--- src/hw/rtl/lgd_pkg.sv ---
// ---------------------------------------------------------------------------
// lgd_pkg: shared types and constants for the lattice gas step block
// Mode and rotation codes, sequencer states, register map and defaults.
// ---------------------------------------------------------------------------
package lgd_pkg;

  // grid size defaults
  localparam int GRID_X_DEF = 256;
  localparam int GRID_Y_DEF = 256;

  // request queue between front and back
  localparam int QUEUE_DEPTH = 2;

  // field widths
  localparam int MODE_W   = 2;
  localparam int COORD_W  = 8;
  localparam int DIR_W    = 2;
  localparam int RAND_W   = 16;
  localparam int OCC_W    = 4;
  localparam int DENS_W   = 3;
  localparam int STAY_W   = 17;
  localparam int TURN_W   = 16;
  localparam int NUM_DIRS = 4;

  // register map (index is paddr[2])
  localparam logic REG_STAY_LIMIT = 1'b0;
  localparam logic REG_TURN_WIDTH = 1'b1;

  localparam logic [STAY_W-1:0] STAY_LIMIT_RST = 17'd16384;
  localparam logic [TURN_W-1:0] TURN_WIDTH_RST = 16'd16384;

  typedef enum logic [1:0] {
    MODE_PLACE = 2'd0,
    MODE_STEP  = 2'd1,
    MODE_SWAP  = 2'd2,
    MODE_READ  = 2'd3
  } mode_t;

  // left rotation amount of the four direction bits
  typedef enum logic [1:0] {
    ROT_KEEP  = 2'd0,
    ROT_LEFT  = 2'd1,
    ROT_TWO   = 2'd2,
    ROT_RIGHT = 2'd3
  } rot_t;

  typedef enum logic [1:0] {
    ST_CLEAR = 2'd0,
    ST_IDLE  = 2'd1,
    ST_EXEC  = 2'd2
  } lgd_state_t;

endpackage

--- src/hw/rtl/lgd_front.sv ---
// ---------------------------------------------------------------------------
// lgd_front: request classifier
// Wraps coordinates, finds the four neighbors and picks the rotation band.
// ---------------------------------------------------------------------------
module lgd_front #(
  parameter int GRID_X = lgd_pkg::GRID_X_DEF,
  parameter int GRID_Y = lgd_pkg::GRID_Y_DEF,
  parameter int XW     = $clog2(GRID_X),
  parameter int YW     = $clog2(GRID_Y),
  parameter int CMD_W  = 3 * lgd_pkg::DIR_W + 3 * XW + 3 * YW
) (
  input  logic                        in_valid,
  output logic                        in_stall,
  input  logic [lgd_pkg::MODE_W-1:0]  in_mode,
  input  logic [lgd_pkg::COORD_W-1:0] in_x_coord,
  input  logic [lgd_pkg::COORD_W-1:0] in_y_coord,
  input  logic [lgd_pkg::DIR_W-1:0]   in_direction,
  input  logic [lgd_pkg::RAND_W-1:0]  in_random_value,
  input  logic [lgd_pkg::STAY_W-1:0]  stay_limit,
  input  logic [lgd_pkg::TURN_W-1:0]  turn_width,
  input  logic                        clearing,
  input  logic                        q_full,
  output logic                        q_push,
  output logic [CMD_W-1:0]            q_data
);

  typedef struct packed {
    lgd_pkg::mode_t              mode;
    lgd_pkg::rot_t               rot;
    logic [lgd_pkg::DIR_W-1:0]   dir;
    logic [XW-1:0]               x;
    logic [XW-1:0]               xp;
    logic [XW-1:0]               xm;
    logic [YW-1:0]               y;
    logic [YW-1:0]               yp;
    logic [YW-1:0]               ym;
  } cmd_t;

  localparam int NCOORD = 2 ** lgd_pkg::COORD_W;

  logic [XW-1:0] xmod_tab [NCOORD];
  logic [YW-1:0] ymod_tab [NCOORD];
  logic [XW-1:0] x_w;
  logic [YW-1:0] y_w;
  logic [lgd_pkg::STAY_W:0]   band1;
  logic [lgd_pkg::STAY_W+1:0] band2;
  logic [lgd_pkg::STAY_W+1:0] r_ext;
  cmd_t cmd;

  // constant wrap tables, one entry per raw coordinate
  for (genvar g = 0; g < NCOORD; g++) begin : g_mod
    assign xmod_tab[g] = XW'(g % GRID_X);
    assign ymod_tab[g] = YW'(g % GRID_Y);
  end

  assign x_w = xmod_tab[in_x_coord];
  assign y_w = ymod_tab[in_y_coord];

  assign band1 = {1'b0, stay_limit} + {2'b00, turn_width};
  assign band2 = {2'b00, stay_limit} + {2'b00, turn_width, 1'b0};
  assign r_ext = {3'b000, in_random_value};

  always_comb begin
    cmd.mode = lgd_pkg::mode_t'(in_mode);
    cmd.dir  = in_direction;
    cmd.x    = x_w;
    cmd.y    = y_w;
    cmd.xp   = (x_w == XW'(GRID_X - 1)) ? '0 : x_w + XW'(1);
    cmd.xm   = (x_w == '0) ? XW'(GRID_X - 1) : x_w - XW'(1);
    cmd.yp   = (y_w == YW'(GRID_Y - 1)) ? '0 : y_w + YW'(1);
    cmd.ym   = (y_w == '0) ? YW'(GRID_Y - 1) : y_w - YW'(1);
    priority if (r_ext <= {2'b00, stay_limit}) begin
      cmd.rot = lgd_pkg::ROT_KEEP;
    end else if (r_ext <= {1'b0, band1}) begin
      cmd.rot = lgd_pkg::ROT_LEFT;
    end else if (r_ext <= band2) begin
      cmd.rot = lgd_pkg::ROT_RIGHT;
    end else begin
      cmd.rot = lgd_pkg::ROT_TWO;
    end
  end

  assign in_stall = clearing || q_full;
  assign q_push   = in_valid && !in_stall;
  assign q_data   = CMD_W'(cmd);

endmodule

--- config.mk ---
export PLATFORM = sky130hd
export DESIGN_NAME = lgd_front
export DESIGN_NICKNAME = d
export VERILOG_FILES = /design/src/hw/rtl/lgd_pkg.sv /design/src/hw/rtl/lgd_front.sv
export SDC_FILE = /design/constraint.sdc
export NUM_CORES = 1
export LEC_CHECK = 0
export CORE_AREA = 3 3 79 81
export DETAILED_ROUTE_END_ITERATION = 6
export DIE_AREA = 0 0 82 84
export DONT_BUFFER_PORTS = 1
export PLACE_DENSITY = 0.76
export SLEW_MARGIN = 0
export SYNTH_ARGS = -nofsm -noshare
export SYNTH_HDL_FRONTEND = slang
export SYNTH_SLANG_ARGS = --single-unit
--- constraint.sdc ---
create_clock -name vclk -period 7.2
set_input_delay 1.08 -clock vclk [all_inputs]
set_output_delay 1.08 -clock vclk [all_outputs]
set_load 0.1 [all_outputs]
==> reports/metrics.yaml <==
hold_buffers: 0
seq_area_um2: 0
crit_arrival_ns: 4.94
status: "complete, no violations"
min_to: "q_data[48]"
gr-total-overflow: 0
finalSetupViolations: 0
power_w: 0.000394
fp-row-count: 27
drt_iter0_markers: 135
post-route-period-util_pct: 83.6
hp-start: "in_direction[0]"
hold_viol: 0
vias: 3139
port_buffers: 0
hold_depth: 0
synth.avg_cell_area_um2: 7.25
core_um2: 5540
start_util_pct: 60.0
drv_slew: 0
netlist_instances: 459
cp.required_ns: 6.12
layout_commonest_cell: "ha_1"
wirelength_um: 8330
mostFrequentLayoutCells: "85 x ha_1, 38 x inv_1, 36 x nand2_1"
fin_cells: 509
leakagePower_nw: 1.67
grt_pass1_vias: 2988
io_pins: 128
yosysTopAreaCell: "ha_1"
syn-cell-area_um2: 3330
crit_type: "input port to output port"
cp-start-kind: "input port"
tightest_slew_ns: 1.15
grt_antenna_before_repair: 0
grt_pass1_wl_um: 13200
startpoint: "stay_limit[0]"
synthesis.nets: 618
synth_top_area_share_pct: 32.0
cp_max_fo: 4
fin_area_um2: 3370
yosys-top-cells-area: "ha_1 32%, xnor2_1 6.1%, xor2_1 5.3%"
dpl_cell_area_um2: 3370
yosysUniqueCellTypes: 52
fin_setup_tns_ns: 0
nets: 598
antennaDiodeCount: 0
dr.pass1.iters: 4
postCtsSetupRepairBufs: 0
gp_congestion: 0.931
hold_path.class: "input port to output port"
fp.dieW_um: 82
crit_path_end_kind: "output port"
rsz0062_at_grt: "false"
layout_min_cycle_time_ns: 6.02
dieArea_um2: 6890
drc: 0
grt_start_max_net_pins: 11
drive_gt1_share_pct: 7.09
dpl.cell_count: 509
grt_usage_pct: 22.8
fin_util_pct: 60.9
die_h_um: 84
powerDensity_nw_per_um2: 117
yosysWarnings: 0
n_clock_buffer: 0
area_delta_synth_final_pct: 1.39
relSlewSlack_pct: 23.0
ant_nets: 0
drt-wirelength-per-cell_um: 16.4
seq_cell_count: 0
vias_per_cell: 6.17
ir_worst_vdd_uv: 64.6
cts_resized: 0
max_cap_violations: 0
yosysSeqAreaShare_pct: 0
fmax_mhz: 166
dp_hpwl_um: 7420
[metal layers]
layer  wire [µm]  track usage [%]
met1        3650             28.6
met2        4100             43.0
met3         536             1.94
met4          42             1.21
met5           0                0
[through the flow]
stage / setup slack (ns) / hold WS [ns]
4_1_cts: 1.18 / 2.16
3_3_place_gp: 1.32 / 2.16
6_report: 1.18 / 2.16
2_1_floorplan: 0.614 / 2.37
5_1_grt: 0.751 / 2.16
3_5_place_dp: 1.20 / 2.16
[cell families (layout without fill, tap and decap cells)]
group	after synthesis	after routing	synth area share (%)
and+or+nand+nor	146	146	22.2
AOI/OAI and AO/OA	118	118	23.5
adders and majority gates	87	87	33.2
buffers and inverters	65	43	9.82
xor gates and xnor gates	43	43	11.3
[cells in the mapped netlist, drive strengths merged (5+ instances only)]
| master | number |
|---|---|
| nand4 | 8 |
| buf | 21 |
| ha | 85 |
| inv | 38 |
| and4 | 5 |
| a21o | 20 |
| a211oi | 6 |
| nor2 | 35 |
| nand3 | 18 |
| nand2 | 36 |
| a21oi | 34 |
| clkbuf | 6 |
| nor2b | 5 |
| nor3 | 10 |
| and3 | 9 |
| o21bai | 8 |
| o21ai | 19 |
| xor2 | 20 |
| xnor2 | 23 |
[power by group]
group / switching [W] / leakage [nW] / total, W / internal (W)
logic: 0.000262 / 1.67 / 0.000394 / 0.000132
clock network: 0 / 0 / 0 / 0
registers: 0 / 0 / 0 / 0
total: 0.000262 / 1.67 / 0.000394 / 0.000132
[layout make-up]
cell class / count / area (µm²)
Multi-Input combinational cell: 394 / 3100
Fill cell: 524 / 2170
Inverter: 38 / 143
Tap cell: 72 / 90.1
Timing Repair Buffer: 5 / 37.5
[worst max-delay path, stage by stage]
cell       delay, ns
ha_1            0.22
fa_1            0.43
a21oi_2         0.19
o2111ai_1       0.17
and3_1          0.24
a41oi_1         0.30
o21bai_1        0.10
a21oi_1         0.20
xor2_1          0.19
ha_1            0.26
and4_1          0.19
nand2_1         0.06
o22a_1          0.12
inv_1           0.03
a221o_1         0.30
nor4bb_1        0.47
a211oi_4        0.11
buf_4           0.25
[worst max path at each step]
stage	to	slack, ns	cells past startpoint
4_1_cts	q_data[50]	1.18	18
5_1_grt	q_data[50]	0.75	18
2_1_floorplan	q_data[51]	0.61	16
6_report	q_data[50]	1.18	18
3_5_place_dp	q_data[50]	1.20	18
3_3_place_gp	q_data[50]	1.32	18
No activity file was read; power rests on OpenSTA's default activity.
