<file path="src/hw/rtl/lgd_pkg.sv">
// ---------------------------------------------------------------------------
// lgd_pkg: shared types and constants for the lattice gas step block
// Mode and rotation codes, sequencer states, register map and defaults.
// ---------------------------------------------------------------------------
package lgd_pkg;

  // grid size defaults
  localparam int GRID_X_DEF = 256;
  localparam int GRID_Y_DEF = 256;

  // request queue between front and back
  localparam int QUEUE_DEPTH = 2;

  // field widths
  localparam int MODE_W   = 2;
  localparam int COORD_W  = 8;
  localparam int DIR_W    = 2;
  localparam int RAND_W   = 16;
  localparam int OCC_W    = 4;
  localparam int DENS_W   = 3;
  localparam int STAY_W   = 17;
  localparam int TURN_W   = 16;
  localparam int NUM_DIRS = 4;

  // register map (index is paddr[2])
  localparam logic REG_STAY_LIMIT = 1'b0;
  localparam logic REG_TURN_WIDTH = 1'b1;

  localparam logic [STAY_W-1:0] STAY_LIMIT_RST = 17'd16384;
  localparam logic [TURN_W-1:0] TURN_WIDTH_RST = 16'd16384;

  typedef enum logic [1:0] {
    MODE_PLACE = 2'd0,
    MODE_STEP  = 2'd1,
    MODE_SWAP  = 2'd2,
    MODE_READ  = 2'd3
  } mode_t;

  // left rotation amount of the four direction bits
  typedef enum logic [1:0] {
    ROT_KEEP  = 2'd0,
    ROT_LEFT  = 2'd1,
    ROT_TWO   = 2'd2,
    ROT_RIGHT = 2'd3
  } rot_t;

  typedef enum logic [1:0] {
    ST_CLEAR = 2'd0,
    ST_IDLE  = 2'd1,
    ST_EXEC  = 2'd2
  } lgd_state_t;

endpackage

</file>
<file path="src/hw/rtl/lgd_queue.sv">
// ---------------------------------------------------------------------------
// lgd_queue: short request queue
// Small FIFO decoupling the front classifier from the back executor.
// ---------------------------------------------------------------------------
module lgd_queue #(
  parameter int WIDTH = 8,
  parameter int DEPTH = lgd_pkg::QUEUE_DEPTH
) (
  input  logic             clk,
  input  logic             rst_n,
  input  logic             push,
  input  logic [WIDTH-1:0] push_data,
  input  logic             pop,
  output logic [WIDTH-1:0] pop_data,
  output logic             full,
  output logic             empty
);

  localparam int PW = (DEPTH > 1) ? $clog2(DEPTH) : 1;
  localparam int CW = $clog2(DEPTH + 1);

  logic [WIDTH-1:0] mem [DEPTH];
  logic [PW-1:0]    wr_ptr_r, wr_ptr_nxt;
  logic [PW-1:0]    rd_ptr_r, rd_ptr_nxt;
  logic [CW-1:0]    count_r, count_nxt;

  assign full     = (count_r == CW'(DEPTH));
  assign empty    = (count_r == '0);
  assign pop_data = mem[rd_ptr_r];

  always_comb begin
    wr_ptr_nxt = wr_ptr_r;
    rd_ptr_nxt = rd_ptr_r;
    count_nxt  = count_r;
    if (push) begin
      wr_ptr_nxt = (wr_ptr_r == PW'(DEPTH - 1)) ? '0 : wr_ptr_r + PW'(1);
    end
    if (pop) begin
      rd_ptr_nxt = (rd_ptr_r == PW'(DEPTH - 1)) ? '0 : rd_ptr_r + PW'(1);
    end
    if (push && !pop) begin
      count_nxt = count_r + CW'(1);
    end else if (pop && !push) begin
      count_nxt = count_r - CW'(1);
    end
  end

  always_ff @(posedge clk) begin
    if (!rst_n) begin
      wr_ptr_r <= '0;
      rd_ptr_r <= '0;
      count_r  <= '0;
    end else begin
      wr_ptr_r <= wr_ptr_nxt;
      rd_ptr_r <= rd_ptr_nxt;
      count_r  <= count_nxt;
    end
  end

  always_ff @(posedge clk) begin
    if (push) begin
      mem[wr_ptr_r] <= push_data;
    end
  end

`ifndef SYNTHESIS
  a_no_overflow: assert property (@(posedge clk) disable iff (!rst_n)
    !(push && full && !pop))
    else $error("push into full request queue");

  a_no_underflow: assert property (@(posedge clk) disable iff (!rst_n)
    !(pop && empty))
    else $error("pop from empty request queue");
`endif

endmodule

</file>
<file path="config.mk">
export PLATFORM = sky130hd
export DESIGN_NAME = lgd_queue
export DESIGN_NICKNAME = d
export VERILOG_FILES = /design/src/hw/rtl/lgd_pkg.sv /design/src/hw/rtl/lgd_queue.sv
export SDC_FILE = /design/constraint.sdc
export NUM_CORES = 1
export LEC_CHECK = 0
export BUFFER_PORTS_ARGS = -buffer_cell sky130_fd_sc_hd__buf_2
export CAP_MARGIN = 40
export CORE_UTILIZATION = 52
export CTS_CLUSTER_DIAMETER = 30
export DETAILED_ROUTE_END_ITERATION = 12
export GPL_TIMING_DRIVEN = 0
export PLACE_DENSITY = 0.78
export SETUP_SLACK_MARGIN = 0.1
export SLEW_MARGIN = 10
export SYNTH_ARGS = -nofsm -noshare
export SYNTH_HDL_FRONTEND = slang
export SYNTH_SLANG_ARGS = --single-unit
</file>
<file path="constraint.sdc">
create_clock -name clk -period 1.9 [get_ports clk]
set_clock_uncertainty 0.15 [all_clocks]
set_input_delay 0.285 -clock clk [delete_from_list [all_inputs] [get_ports clk]]
set_output_delay 0.285 -clock clk [all_outputs]
set_load 0.05 [all_outputs]
</file>
==> flow_summary.html <==
<table>
<tr><th>Metric</th><th>Value</th></tr>
<tr><th colspan="2">Final layout</th></tr>
<tr><td>Most frequent cells in the layout</td><td>sky130_fd_sc_hd__buf_2, sky130_fd_sc_hd__edfxtp_1, sky130_fd_sc_hd__mux2_2</td></tr>
<tr><td>Count of inserted antenna diode cells</td><td>0</td></tr>
<tr><td>Filler instances</td><td>94</td></tr>
<tr><td>Layout area overhead</td><td>20.9%</td></tr>
<tr><td>Area taken by multi-input logic gates</td><td>205 um^2</td></tr>
<tr><td>Net total in the final layout</td><td>86</td></tr>
<tr><td>Most frequent standard cell in the layout excluding fill and tap cells</td><td>sky130_fd_sc_hd__buf_2</td></tr>
<tr><td>Layout cells sized above 1</td><td>47.2%</td></tr>
<tr><td>Area taken by flip-flops and latches</td><td>581 um^2</td></tr>
<tr><td>Fin util</td><td>70.3%</td></tr>
<tr><th colspan="2">Floorplanning</th></tr>
<tr><td>Die boundary width</td><td>41.1 um</td></tr>
<tr><td>Height of the die</td><td>41.1 um</td></tr>
<tr><td>IO Count</td><td>22</td></tr>
<tr><td>FP Rows</td><td>13</td></tr>
<tr><td>Area of the placeable core</td><td>1370 um^2</td></tr>
<tr><td>Area of the die</td><td>1690 um^2</td></tr>
<tr><td>Initial Util</td><td>58.2%</td></tr>
<tr><th colspan="2">Power</th></tr>
<tr><td>Share of total power in the clock network</td><td>21.6%</td></tr>
<tr><td>Power per cell area</td><td>989 nW/um^2</td></tr>
<tr><td>Share of power burned in registers</td><td>56.6%</td></tr>
<tr><td>IR drop worst, VDD</td><td>0.000567 V</td></tr>
<tr><td>Switching share of power</td><td>28.4%</td></tr>
<tr><td>Total Power Consumption</td><td>0.950 mW</td></tr>
<tr><td>Net switching power figure</td><td>0.270 mW</td></tr>
<tr><td>Internal power</td><td>0.680 mW</td></tr>
<tr><td>Leakage component of the power</td><td>0.387 nW</td></tr>
<tr><td>Part of the total power dissipated in combinational logic</td><td>21.8%</td></tr>
<tr><th colspan="2">Timing</th></tr>
<tr><td>WHS</td><td>14.9 ps</td></tr>
<tr><td>Maximum clock frequency</td><td>0.575 GHz</td></tr>
<tr><td>Total negative slack for setup checks</td><td>0 ps</td></tr>
<tr><td>Unrepaired setup endpoints after global routing</td><td>false</td></tr>
<tr><td>Share of the clock period used by the worst path</td><td>91.5%</td></tr>
<tr><td>Hold Fails Final Rpt</td><td>0</td></tr>
<tr><td>Worst slew pin tran</td><td>788 ps</td></tr>
<tr><td>Worst-case headroom to the max-slew limit</td><td>47.4%</td></tr>
<tr><td>Final-report setup violation count</td><td>0</td></tr>
<tr><td>Final critical-path required period</td><td>1740 ps</td></tr>
<tr><td>Count of final max-slew check failures</td><td>0</td></tr>
<tr><th colspan="2">Worst setup path</th></tr>
<tr><td>Required time at the endpoint of the critical path</td><td>1460 ps</td></tr>
<tr><td>Worst r2r dst</td><td>mem[0][1]</td></tr>
<tr><td>Reg2reg path depth</td><td>1</td></tr>
<tr><td>Worst reg2reg path startpoint</td><td>wr_ptr_r</td></tr>
<tr><td>Capturing element type of the critical path</td><td>output port</td></tr>
<tr><td>Path type of the worst setup path</td><td>register to output port</td></tr>
<tr><td>Arrival time reported for the critical path endpoint</td><td>1300 ps</td></tr>
<tr><td>Worst-case register-to-register setup slack</td><td>440 ps</td></tr>
<tr><td>Highest fanout seen on the critical path</td><td>8</td></tr>
<tr><td>Critical Path Start Type</td><td>register</td></tr>
<tr><th colspan="2">Route</th></tr>
<tr><td>Wire length per cell</td><td>12.1 um</td></tr>
<tr><td>DR DRC count</td><td>0</td></tr>
<tr><td>Total detailed-routing wirelength</td><td>1050 um</td></tr>
<tr><td>First-pass DRT Iterations</td><td>2</td></tr>
<tr><td>Number of vias after detailed routing</td><td>432</td></tr>
<tr><td>Number of nets with antenna violations after detailed routing</td><td>0</td></tr>
<tr><td>Vias per std cell</td><td>4.97</td></tr>
<tr><td>Drt first-iter violations</td><td>6</td></tr>
<tr><th colspan="2">GRT</th></tr>
<tr><td>Vias in the first global route</td><td>346</td></tr>
<tr><td>First-pass GRT wire length</td><td>1470 um</td></tr>
<tr><td>Total global-route track usage</td><td>14.7%</td></tr>
<tr><td>Antenna violations before repair</td><td>0</td></tr>
<tr><td>Global-route congestion overflow total</td><td>0</td></tr>
<tr><td>Largest net degree at the start of global routing</td><td>12</td></tr>
<tr><td>GR met1 Demand/Resource</td><td>17.4%</td></tr>
<tr><td>Met2 global-route usage</td><td>21.5%</td></tr>
<tr><td>GR peak layer</td><td>met2</td></tr>
<tr><td>Global-route met3 utilization</td><td>4.89%</td></tr>
<tr><th colspan="2">Clocking</th></tr>
<tr><td>Source-to-sink clock delay at the later pin of the worst-skew pair</td><td>300 ps</td></tr>
<tr><td>Clock sink count</td><td>21</td></tr>
<tr><td>Cell chosen for the clock root</td><td>sky130_fd_sc_hd__clkbuf_4</td></tr>
<tr><td>Clock tree from TritonCTS</td><td>built</td></tr>
<tr><td>Cts bufs inserted</td><td>3</td></tr>
<tr><td>Setup Fix Bufs, Post-CTS</td><td>0</td></tr>
<tr><td>H-tree levels</td><td>1</td></tr>
<tr><td>Post-CTS Hold Buffers</td><td>0</td></tr>
<tr><td>Max clock buf depth</td><td>2</td></tr>
<tr><td>Clock input transition at the sequential cells of the worst setup and hold paths</td><td>110 ps</td></tr>
<tr><td>Number of instances resized during post-cts repair</td><td>1</td></tr>
<tr><th colspan="2">Place</th></tr>
<tr><td>HPWL after detailed placement</td><td>753 um</td></tr>
<tr><td>Gp weighted congestion</td><td>0.574</td></tr>
<tr><td>Number of input and output port buffers inserted</td><td>21</td></tr>
<tr><th colspan="2">Yosys</th></tr>
<tr><td>Top cell type by total area after synthesis</td><td>sky130_fd_sc_hd__edfxtp_1</td></tr>
<tr><td>Seq/Total Area, Yosys</td><td>73.1%</td></tr>
<tr><td>Area fraction of the dominant cell type after synthesis</td><td>60.5%</td></tr>
<tr><td>Register bit total from synthesis</td><td>21</td></tr>
<tr><td>Largest cells by area after synthesis</td><td>sky130_fd_sc_hd__edfxtp_1, sky130_fd_sc_hd__dfxtp_1, sky130_fd_sc_hd__mux2_2</td></tr>
<tr><td>Syn nets</td><td>60</td></tr>
<tr><td>Mapped Avg Cell Area</td><td>16.9 um^2</td></tr>
<tr><td>Number of distinct library cells after synthesis</td><td>16</td></tr>
<tr><td>Summed instance area of the synthesized netlist</td><td>795 um^2</td></tr>
<tr><td>YS warnings</td><td>0</td></tr>
<tr><td>Gate count after technology mapping</td><td>47</td></tr>
<tr><th colspan="2">Flow run</th></tr>
<tr><td>Max cap viols</td><td>0</td></tr>
<tr><th colspan="2">Min path</th></tr>
<tr><td>Hold Path Cell Cnt</td><td>1</td></tr>
<tr><td>Hold endpoint</td><td>mem[1][2]</td></tr>
<tr><td>Source of the worst hold timing path</td><td>push_data[2]</td></tr>
<tr><td>Min-Delay Path Class</td><td>input pin to register</td></tr>
<tr><th colspan="2">Run status</th></tr>
<tr><td>Result of the run</td><td>complete, no violations</td></tr>
</table>
## logic make-up (layout without fill, tap and decap cells)
group	after synthesis	in the layout	synth area share, %
compound gates	3	3	2.52
buf+inv	2	27	1.10
flops	21	21	73.1
mux	8	8	11.3
xor+xnor	3	3	3.31
simple gates	9	9	7.09
fa+ha+maj	1	1	1.57
## cell usage after synthesis
master                     count
sky130_fd_sc_hd__buf_2         1
sky130_fd_sc_hd__edfxtp_1     16
sky130_fd_sc_hd__xnor2_1       1
sky130_fd_sc_hd__dfxtp_1       5
sky130_fd_sc_hd__and2_1        4
sky130_fd_sc_hd__mux2_2        8
sky130_fd_sc_hd__xor2_1        2
sky130_fd_sc_hd__o21ai_0       1
sky130_fd_sc_hd__inv_1         1
sky130_fd_sc_hd__o21a_1        1
sky130_fd_sc_hd__ha_1          1
sky130_fd_sc_hd__nor2b_1       2
sky130_fd_sc_hd__and2b_2       1
sky130_fd_sc_hd__a21boi_1      1
sky130_fd_sc_hd__or3_1         1
sky130_fd_sc_hd__nor2_1        1
## routing by layer
layer	vias to the layer above	share of wire (%)
met3	4	3.4
met5	-	0
met1	194	47
li1	221	-
met2	13	47
met4	0	2.8
## sequential cells by signal (all words and copies together) (netlist names), named ones only
name and cells:
mem 16, count_r 2, rd_ptr_r 1, wr_ptr_r 1
## critical path, stage by stage, from the launching register on
cell	delay, ps
sky130_fd_sc_hd__dfxtp_1	340
sky130_fd_sc_hd__buf_6	130
sky130_fd_sc_hd__mux2_2	330
sky130_fd_sc_hd__buf_2	210
## worst max-delay path by stage
| stage | from | slack [ps] | endpoint | depth (start not counted) |
|---|---|---|---|---|
| finish | register | 160 | pop_data[3] | 3 |
| global route | register | 90 | pop_data[6] | 3 |
| CTS | register | 120 | pop_data[2] | 3 |
| detailed placement | push | 330 | mem[0][0] | 2 |
| global placement | push | 340 | mem[0][4] | 2 |
| floorplan | count_r[0] | 470 | empty | 1 |
## stage by stage
stage	area, um^2	setup WS (ps)	instances
global placement	918	336	83
floorplan	795	474	47
detailed placement	918	331	83
global route	961	89.2	87
finish	961	162	87
CTS	947	125	87
## power by group through the flow
stage | Sequential, mW | Combinational (mW) | Clock, mW
floorplan | 0.545 | 0.157 | 0
global placement | 0.547 | 0.198 | 0
detailed placement | 0.548 | 0.200 | 0
CTS | 0.538 | 0.202 | 0.208
global route | 0.541 | 0.223 | 0.224
finish | 0.538 | 0.207 | 0.205
## cell type report
type,count,share of cell area (%)
Timing Repair Buffer,21,12.0
Multi-Input combinational cell,24,21.4
Clock buffer,4,2.73
Buffer,1,1.17
Tap cell,15,1.95
Sequential cell,21,60.4
Inverter,1,0.391
No activity file was read; power rests on OpenSTA's default activity.
